### src/hdl/tnop_pkg.sv
// telnet option negotiation parser: shared types and byte codes
// no dependencies
`timescale 1ns / 1ps
`default_nettype none

package tnop_pkg;

  localparam logic [7:0] B_IAC  = 8'd255;
  localparam logic [7:0] B_DONT = 8'd254;
  localparam logic [7:0] B_DO   = 8'd253;
  localparam logic [7:0] B_WONT = 8'd252;
  localparam logic [7:0] B_WILL = 8'd251;
  localparam logic [7:0] B_SB   = 8'd250;
  localparam logic [7:0] B_BRK  = 8'd243;
  localparam logic [7:0] B_SE   = 8'd240;

  localparam logic [7:0] OPT_ECHO    = 8'd1;
  localparam logic [7:0] OPT_SGA     = 8'd3;
  localparam logic [7:0] OPT_COMPORT = 8'd44;

  localparam logic [7:0] COMPORT_OFFSET = 8'd100;
  localparam int unsigned MAX_RESULTS   = 32;

  typedef enum logic [2:0] {
    MODE_DATA  = 3'd0,
    MODE_IAC   = 3'd1,
    MODE_SB    = 3'd2,
    MODE_SBIAC = 3'd3,
    MODE_WILL  = 3'd4,
    MODE_WONT  = 3'd5,
    MODE_DO    = 3'd6,
    MODE_DONT  = 3'd7
  } mode_e;

  typedef enum logic [1:0] {
    KIND_DATA  = 2'd0,
    KIND_REPLY = 2'd1,
    KIND_RESET = 2'd2
  } kind_e;

  typedef enum logic [1:0] {
    CS_IDLE   = 2'd0,
    CS_REPLY  = 2'd1,
    CS_REPLAY = 2'd2
  } ctl_state_e;

endpackage

`default_nettype wire

### src/hdl/telnet_option_negotiation_parser_core.sv
// telnet option negotiation parser: top level with command buffer memory
// depends on tnop_pkg
//
// usage
//   input stream s_axis: one received byte per transfer in tdata
//   output stream m_axis: tdata carries the data or reply byte, tuser the kind
//   (data, reply, device reset), tlast marks the final result of an input byte
//   a data byte, IAC IAC or IAC BRK gives its registered result in the cycle
//   after the transfer; with the receiver ready, data bytes pass one per cycle
//   a WILL/DO answer is three reply bytes (IAC, verb, option); the input waits meanwhile
//   a subnegotiation replay reads the command buffer, one synchronous read
//   per cycle unless the output stalls, for n buffered bytes (n at most 32)
//   while the output is stalled the read pipeline and the input both hold;
//   no byte is lost
//   reset returns the parser to data mode with an empty buffer; the buffer
//   memory itself is not cleared and needs no clearing pass
`timescale 1ns / 1ps
`default_nettype none

module telnet_option_negotiation_parser_core
  import tnop_pkg::*;
#(
  parameter int unsigned BufferDepth = 32
) (
  input  wire logic       clk_i,
  input  wire logic       rst_ni,
  input  wire logic       s_axis_tvalid_i,
  output logic            s_axis_tready_o,
  input  wire logic [7:0] s_axis_tdata_i,   // [7:0] rx_byte
  output logic            m_axis_tvalid_o,
  input  wire logic       m_axis_tready_i,
  output logic [7:0]      m_axis_tdata_o,   // [7:0] out_byte
  output logic [1:0]      m_axis_tuser_o,   // [1:0] kind
  output logic            m_axis_tlast_o    // last
);

  localparam int unsigned AW = $clog2(BufferDepth);
  localparam int unsigned CW = $clog2(BufferDepth + 1);

  // command buffer memory
  logic [7:0]    mem_q [BufferDepth];
  logic [7:0]    rd_data_q;
  logic          wr_en;
  logic [AW-1:0] wr_idx;
  logic          rd_en;

  ctl_state_e    state_q, state_d;
  mode_e         mode_q, mode_d;
  logic [CW-1:0] count_q, count_d;
  logic          comport_q, comport_d;

  logic [7:0]    verb_q, verb_d;
  logic [7:0]    opt_q, opt_d;
  logic          step_q, step_d;

  logic [CW-1:0] n_q, n_d;
  logic [CW-1:0] iss_q, iss_d;

  logic          r_valid_q, r_valid_d;
  logic          r_idx3_q, r_idx3_d;
  logic          r_last_q, r_last_d;

  logic          o_valid_q, o_valid_d;
  kind_e         o_kind_q, o_kind_d;
  logic [7:0]    o_byte_q, o_byte_d;
  logic          o_last_q, o_last_d;

  logic          o_adv;
  logic          accept;
  logic          overflow;
  mode_e         eff_mode;
  logic [CW-1:0] count_base;
  logic [CW-1:0] count_inc;
  logic [7:0]    b;

  assign b          = s_axis_tdata_i;
  assign o_adv      = !o_valid_q || m_axis_tready_i;
  assign s_axis_tready_o = (state_q == CS_IDLE) && !r_valid_q && o_adv;
  assign accept     = s_axis_tvalid_i && s_axis_tready_o;
  assign overflow   = (count_q >= CW'(BufferDepth));
  assign eff_mode   = overflow ? MODE_DATA : mode_q;
  assign count_base = overflow ? '0 : count_q;
  assign count_inc  = count_base + CW'(1);
  assign wr_idx     = count_base[AW-1:0];
  assign wr_en      = accept;

  always_ff @(posedge clk_i) begin
    if (wr_en) begin
      mem_q[wr_idx] <= b;
    end
    if (rd_en) begin
      rd_data_q <= mem_q[iss_q[AW-1:0]];
    end
  end

  always_ff @(posedge clk_i or negedge rst_ni) begin
    if (!rst_ni) begin
      state_q   <= CS_IDLE;
      mode_q    <= MODE_DATA;
      count_q   <= '0;
      r_valid_q <= 1'b0;
      o_valid_q <= 1'b0;
    end else begin
      state_q   <= state_d;
      mode_q    <= mode_d;
      count_q   <= count_d;
      r_valid_q <= r_valid_d;
      o_valid_q <= o_valid_d;
    end
  end

  always_ff @(posedge clk_i) begin
    comport_q <= comport_d;
    verb_q    <= verb_d;
    opt_q     <= opt_d;
    step_q    <= step_d;
    n_q       <= n_d;
    iss_q     <= iss_d;
    r_idx3_q  <= r_idx3_d;
    r_last_q  <= r_last_d;
    o_kind_q  <= o_kind_d;
    o_byte_q  <= o_byte_d;
    o_last_q  <= o_last_d;
  end

  always_comb begin
    state_d   = state_q;
    mode_d    = mode_q;
    count_d   = count_q;
    comport_d = comport_q;
    verb_d    = verb_q;
    opt_d     = opt_q;
    step_d    = step_q;
    n_d       = n_q;
    iss_d     = iss_q;
    r_valid_d = r_valid_q;
    r_idx3_d  = r_idx3_q;
    r_last_d  = r_last_q;
    o_valid_d = o_valid_q;
    o_kind_d  = o_kind_q;
    o_byte_d  = o_byte_q;
    o_last_d  = o_last_q;
    rd_en     = 1'b0;

    if (o_adv) begin
      o_valid_d = 1'b0;
    end

    // read data stage into output register
    if (r_valid_q && o_adv) begin
      o_valid_d = 1'b1;
      o_kind_d  = KIND_REPLY;
      o_byte_d  = (r_idx3_q && comport_q) ? rd_data_q + COMPORT_OFFSET : rd_data_q;
      o_last_d  = r_last_q;
      r_valid_d = 1'b0;
    end

    unique case (state_q)
      CS_IDLE: begin
        if (accept) begin
          if (wr_idx == AW'(2)) begin
            comport_d = (b == OPT_COMPORT);
          end
          unique case (eff_mode)
            MODE_DATA: begin
              if (b == B_IAC) begin
                mode_d  = MODE_IAC;
                count_d = count_inc;
              end else begin
                mode_d    = MODE_DATA;
                count_d   = '0;
                o_valid_d = 1'b1;
                o_kind_d  = KIND_DATA;
                o_byte_d  = b;
                o_last_d  = 1'b1;
              end
            end
            MODE_IAC: begin
              mode_d  = MODE_DATA;
              count_d = '0;
              priority case (b)
                B_IAC: begin
                  o_valid_d = 1'b1;
                  o_kind_d  = KIND_DATA;
                  o_byte_d  = B_IAC;
                  o_last_d  = 1'b1;
                end
                B_BRK: begin
                  o_valid_d = 1'b1;
                  o_kind_d  = KIND_RESET;
                  o_byte_d  = '0;
                  o_last_d  = 1'b1;
                end
                B_SB: begin
                  mode_d  = MODE_SB;
                  count_d = count_inc;
                end
                B_WILL: begin
                  mode_d  = MODE_WILL;
                  count_d = count_inc;
                end
                B_WONT: begin
                  mode_d  = MODE_WONT;
                  count_d = count_inc;
                end
                B_DO: begin
                  mode_d  = MODE_DO;
                  count_d = count_inc;
                end
                B_DONT: begin
                  mode_d  = MODE_DONT;
                  count_d = count_inc;
                end
                default: begin
                end
              endcase
            end
            MODE_SB: begin
              count_d = count_inc;
              if (b == B_IAC) begin
                mode_d = MODE_SBIAC;
              end
            end
            MODE_SBIAC: begin
              if (b != B_SE) begin
                mode_d  = MODE_SB;
                count_d = count_inc;
              end else begin
                mode_d  = MODE_DATA;
                count_d = '0;
                if (int'(count_inc) > MAX_RESULTS) begin
                  n_d = CW'(MAX_RESULTS);
                end else begin
                  n_d = count_inc;
                end
                iss_d   = '0;
                state_d = CS_REPLAY;
              end
            end
            MODE_WILL, MODE_DO: begin
              mode_d    = MODE_DATA;
              count_d   = '0;
              opt_d     = b;
              step_d    = 1'b0;
              o_valid_d = 1'b1;
              o_kind_d  = KIND_REPLY;
              o_byte_d  = B_IAC;
              o_last_d  = 1'b0;
              state_d   = CS_REPLY;
              if (eff_mode == MODE_WILL) begin
                verb_d = (b == OPT_COMPORT) ? B_DO : B_DONT;
              end else begin
                verb_d = (b == OPT_ECHO || b == OPT_SGA || b == OPT_COMPORT) ? B_WILL : B_WONT;
              end
            end
            MODE_WONT, MODE_DONT: begin
              mode_d  = MODE_DATA;
              count_d = '0;
            end
            default: begin
              mode_d  = MODE_DATA;
              count_d = '0;
            end
          endcase
        end
      end
      CS_REPLY: begin
        if (o_adv) begin
          o_valid_d = 1'b1;
          o_kind_d  = KIND_REPLY;
          o_byte_d  = step_q ? opt_q : verb_q;
          o_last_d  = step_q;
          step_d    = 1'b1;
          if (step_q) begin
            state_d = CS_IDLE;
          end
        end
      end
      CS_REPLAY: begin
        if (!r_valid_q || o_adv) begin
          rd_en     = 1'b1;
          r_valid_d = 1'b1;
          r_idx3_d  = (iss_q == CW'(3));
          r_last_d  = (iss_q + CW'(1) == n_q);
          iss_d     = iss_q + CW'(1);
          if (iss_q + CW'(1) == n_q) begin
            state_d = CS_IDLE;
          end
        end
      end
      default: begin
        state_d = CS_IDLE;
      end
    endcase
  end

  assign m_axis_tvalid_o = o_valid_q;
  assign m_axis_tdata_o  = o_byte_q;
  assign m_axis_tuser_o  = o_kind_q;
  assign m_axis_tlast_o  = o_last_q;

endmodule

`default_nettype wire

### config.mk
export PLATFORM = sky130hd
export DESIGN_NAME = telnet_option_negotiation_parser_core
export DESIGN_NICKNAME = d
export VERILOG_FILES = /design/src/hdl/tnop_pkg.sv /design/src/hdl/telnet_option_negotiation_parser_core.sv
export SDC_FILE = /design/constraint.sdc
export NUM_CORES = 1
export LEC_CHECK = 0
export CAP_MARGIN = 25
export CORE_MARGIN = 4
export CORE_UTILIZATION = 50
export CTS_CLUSTER_SIZE = 24
export DETAILED_ROUTE_END_ITERATION = 16
export DONT_BUFFER_PORTS = 1
export GPL_TIMING_DRIVEN = 0
export HOLD_SLACK_MARGIN = 0.02
export SYNTH_ARGS = -nofsm -noshare
export SYNTH_HDL_FRONTEND = slang
export SYNTH_SLANG_ARGS = --single-unit
### constraint.sdc
create_clock -name clk_i -period 4.3 [get_ports clk_i]
set_input_delay 0.86 -clock clk_i [delete_from_list [all_inputs] [get_ports clk_i]]
set_output_delay 0.86 -clock clk_i [all_outputs]
set_load 0.05 [all_outputs]
Word level (Yosys, flattened, before mapping). Memories as Yosys holds them, arrays and structs flattened. A register that Yosys moved wholly into a read port is not among the register bits. Index checks and enable logic that the tools add are counted. W data, S select, Z words.

Logic and storage cells: 154. Bits in registers: 56. Memories: 1. RAM bits: 256. Input bits: 12.

Multiplexer cells: 69. Eq/ne operators: 34. Add/subtract/negate cells: 3. Order comparisons: 2. Reduce and logical (&&, ||, !) cells: 28. Bitwise operators: 1.

Memory list: mem_q (words 32, width 8, read ports 1, clocked after Yosys merged registers in 1, write ports 1, line telnet_option_negotiation_parser_core.sv:41) `logic [7:0] mem_q [BufferDepth];`.

Operators by type and width (count): $eq A8 B8 Y1 const B (7); $mux W6 (8); $mux W8 (6); $pmux W8 S2 (2); $pmux W3 S5 (2); $pmux W6 S5 (1); $mux W2 (12); $pmux W8 S3 (1); $mux W1 (22); $ne A2 B2 Y1 const B (7); $add A6 B1 Y6 const B (2); $eq A3 B3 Y1 const B (4); $mux W3 (4); $pmux W2 S2 (3); $pmux W2 S3 (2); $pmux W6 S2 (1); $reduce_and A3 Y1 (3); $add A8 B7 Y8 const B (1); $eq A8 B1 Y1 const B (1); $eq A8 B2 Y1 const B (1); $eq A8 B6 Y1 const B (1); $ne A8 B8 Y1 const B (1); $reduce_and A4 Y1 (2); $reduce_and A7 Y1 (1); other kinds (26) (42).

Logic depth before layout (Yosys ltp).
Depth in word-level cells: 8. Gate-level depth with buffers: 11. Mapped depth without buffers: 8.

Worst setup path before layout. No wires, ideal clock.

Path kind: input to output. Start: input port m_axis_tready_i. End: output port s_axis_tready_o. Setup slack: 1224 ps. Data arrival time: 2216 ps. Stages on the path: 3. Cells stage by stage: nor2b_1 > clkbuf_1 > nor3_1.

Cells in the longest elaborated chain, start to end: 2.

Ends and longest elaborated chain: from (decl) (line telnet_option_negotiation_parser_core.sv:31) `input wire logic m_axis_tready_i,`; $logic_or A1 B1 Y1 (line telnet_option_negotiation_parser_core.sv:77) `assign o_adv = !o_valid_q || m_axis_tready_i;`; $logic_and A1 B1 Y1 (line telnet_option_negotiation_parser_core.sv:78) `assign s_axis_tready_o = (state_q == CS_IDLE) && !r_valid_q && o_adv;`; to (decl) (line telnet_option_negotiation_parser_core.sv:28) `output logic s_axis_tready_o,`.

No other way between the ends.

Worst setup path in the final report.
Start: register count_q[5]. End: memory mem_q[19][6], enable pin.

Cells in the longest elaborated chain, start to end: 2.

Ends and longest elaborated chain: from (decl) (line telnet_option_negotiation_parser_core.sv:49) `logic [CW-1:0] count_q, count_d;`; from (signal assigned) (line telnet_option_negotiation_parser_core.sv:106) `count_q <= count_d;`; $ge A6 B6 Y1 (line telnet_option_negotiation_parser_core.sv:80) `assign overflow = (count_q >= CW'(BufferDepth));`; $mux W6 (line telnet_option_negotiation_parser_core.sv:82) `assign count_base = overflow ? '0 : count_q;`; to (decl) (line telnet_option_negotiation_parser_core.sv:41).

No other way between the ends.

==> metrics.cfg <==
[status]
status=completed

[floorplanning]
die_area_mm2=0.0294
rows=59
core-area_mm2=0.0261
start_util_pct=51.1
pin_count=25
fp.dieH_um=171
die_w_um=171

[setup_path]
startpoint_type=register
slowest_delay_ps=900
end_kind=register
cp-startpoint=count_q[5]$_DFFE_PN0P_
cpMaxStageDelayCell=nor2_1
cp.required_ps=4430
crit_fanout=10
cp_data_arrival_time_ps=3890
timing.rr.start=count_q[5]$_DFFE_PN0P_
worstSetupPathType=register to register
worstPathCellList=clkbuf_1, buf_1, inv_1, nand2_1, inv_1, ha_1, clkbuf_1, nand4_1, nor2_1

[detailed_routing]
viasPerCell=6.29
drtAntennaViolNets=0
first_iter_violations=947
routed_wirelength_mm=31.5
dr.pass1.iters=7
vias=7413
drc=0
wire_per_inst_um=26.7

[synthesis]
syn-cell-area_mm2=0.0134
synth_top_cells_by_count=edfxtp_1, mux4_2, nor2_1, nand2_1, clkbuf_1
synth_top_cell_by_area=edfxtp_1
synth-seq-area-share_pct=69.5
synthTopCellsByArea=edfxtp_1, mux4_2, dfrtp_1
synthArstFlopShare_pct=4.13
yosys.area.top_type_share_pct=65.4
yosys_warnings=0
synth_flop_cell=edfxtp_1
avgSynthCellArea_um2=17.1
syn-num-nets=799
synth_edf_count=291
yosys.cell_count.top_type=edfxtp_1
synth_cell_types=64
ys_seq_elements=315
syn_inst=781

[cts]
insertion_delay_ps=510
cts_tree=built
clkTransAtPathRegs_ps=60
cts_buffer_depth=3
cts_root_buffer=clkbuf_16
hold_buffers=1
numCtsBuffers=34
htreeDepth=2
post_cts_buffers=0
cts-resized-gates=0
cts.sinks=315

[hold_path]
hp-class=input port to asynchronous set/reset pin

[timing]
max-slew-margin-rel_pct=34.6
timing.final.ws_setup_ps=540
slew_violations=0
hold_viol_final=0
worst_pin_slew_ps=976
fin_crit_sh_pct=87.5
rsz0062_at_grt=no
tns_ps=0
max_freq_ghz=0.266
setup_viol=0
skew_ps=16.5
period_needed_ps=3760

[layout]
drive_gt1_share_pct=17.3
multiInputGateArea_mm2=0.00382
final_nets=837
synthToLayoutAreaGrowth_pct=11.0
seq_area_mm2=0.00928
postLayoutCoreUtil_pct=56.7
num_antenna_cells=0
fillers=2007

[placed_design]
gp_congestion=0.881
io_buffers=0
hpwl_mm=21.2
place_ws_ps=468

[flow_run]
max-cap-violations=0

[power]
switching_share_pct=24.5
irDropWorstVdd_mv=0.289
seq_power_share_pct=53.3
power_switching_uw=1690
powerDensity_mw_per_mm2=465
p_comb_share_pct=7.2
intPower_uw=5200
clkPwrFrac_pct=39.5
p_leak_uw=0.00465

[grt]
gr-usage-all-layers_pct=22.0
grt_pass1_vias=7408
grt-ovfl-total=0
antenna_found_initial=0
grt_pass1_wl_mm=47.3
grt_start_max_net_pins=41

flip-flops by register name (all words and copies together) (netlist names), 2 cells and up:
name	count
n_q	6
state_q	2
m_axis_tdata_o	8
verb_q	3
opt_q	8
mode_q	3
iss_q	6
m_axis_tuser_o	2
rd_data_q	8
mem_q	256
count_q	6
metrics by stage:
step           cells  area, um^2  power [uW]  hold slack [ps]
4_1_cts         1179       14800        6940             24.2
6_report        1179       14800        6890             41.3
2_1_floorplan    781       13400        4040              486
3_5_place_dp    1117       13800        4220              540
5_1_grt         1179       14800        7120             21.3
3_3_place_gp    1116       13800        4210              520
critical path, delay by kind of cell (launching register included):
family        cells  cell delay, ps
simple gates      3            1700
buf+inv           5            1120
flops             1             390
fa+ha+maj         1             150
routing by layer:
| metal | part of all wire [%] | global-route usage, % | wire, um | up-vias |
|---|---|---|---|---|
| met5 | 0 | 0 | 0 | - |
| met4 | 2.3 | 5.82 | 731 | 0 |
| met3 | 7.6 | 4.39 | 2410 | 65 |
| met2 | 48 | 35.0 | 15000 | 299 |
| met1 | 43 | 31.6 | 13400 | 3840 |
| li1 | - | - | - | 3209 |
cell usage in the layout, fill, tap and decap left out, types with 4 or more instances in the layout:
master,instances
inv_1,11
and3_1,9
ha_1,6
nand3_1,14
buf_6,4
or3_1,4
dfrtp_1,13
dfxtp_1,11
o31ai_1,5
a31oi_1,7
a22oi_1,4
nand2b_1,5
buf_1,6
o21ai_1,4
nand2_1,43
clkbuf_1,48
mux2_2,10
clkbuf_16,35
buf_2,4
edfxtp_1,291
and4_1,4
o211ai_1,9
mux4_2,80
xor2_1,9
a2bb2oi_1,4
clkinv_1,6
o21ai_0,21
mux2i_1,6
nor2b_1,13
a21oi_1,24
nor2_1,64
xnor2_1,6
nor3_1,9
power groups by stage:
stage / logic [uW] / clock network, uW / registers [uW]
floorplan: 344 / 0 / 3700
global placement: 479 / 0 / 3740
detailed placement: 481 / 0 / 3740
CTS: 487 / 2770 / 3680
global route: 533 / 2910 / 3680
finish: 497 / 2720 / 3670
worst paths after layout:
kind | slack [ps] | to | cells past startpoint
min reg2reg | 550 | count_q[1]$_DFFE_PN0P_ | 2
max reg2reg | 540 | mem_q[19][6]$_DFFE_PP_ | 9
max in group asynchronous | 3320 | count_q[5]$_DFFE_PN0P_ | 1
max | 540 | mem_q[19][6]$_DFFE_PP_ | 9
min in group clk_i | 440 | mem_q[0][1]$_DFFE_PP_ | 0
min | 40 | mode_q[2]$_DFFE_PN0P_ | 0
cell families (layout without fill, tap and decap cells):
family	count (synthesis)	after routing	share of synthesized area, %
flip-flops	315	315	69.5
AND/OR/NAND/NOR	182	182	6.52
AO/OA/AOI/OAI	105	105	5.19
multiplexers	96	96	14.8
buffers and inverters	59	122	1.92
XOR/XNOR	18	18	1.50
adder cells (fa/ha/maj)	6	6	0.562
layout make-up:
cell class,count,area share [%]
timing repair buffer,2,0.0928
clock buffer,50,6.35
multi-input combinational,407,25.8
inverter,12,0.304
buffer,47,1.43
clock inverter,11,0.624
sequential,315,62.6
tap,335,2.83
No activity file was read; power rests on OpenSTA's default activity.
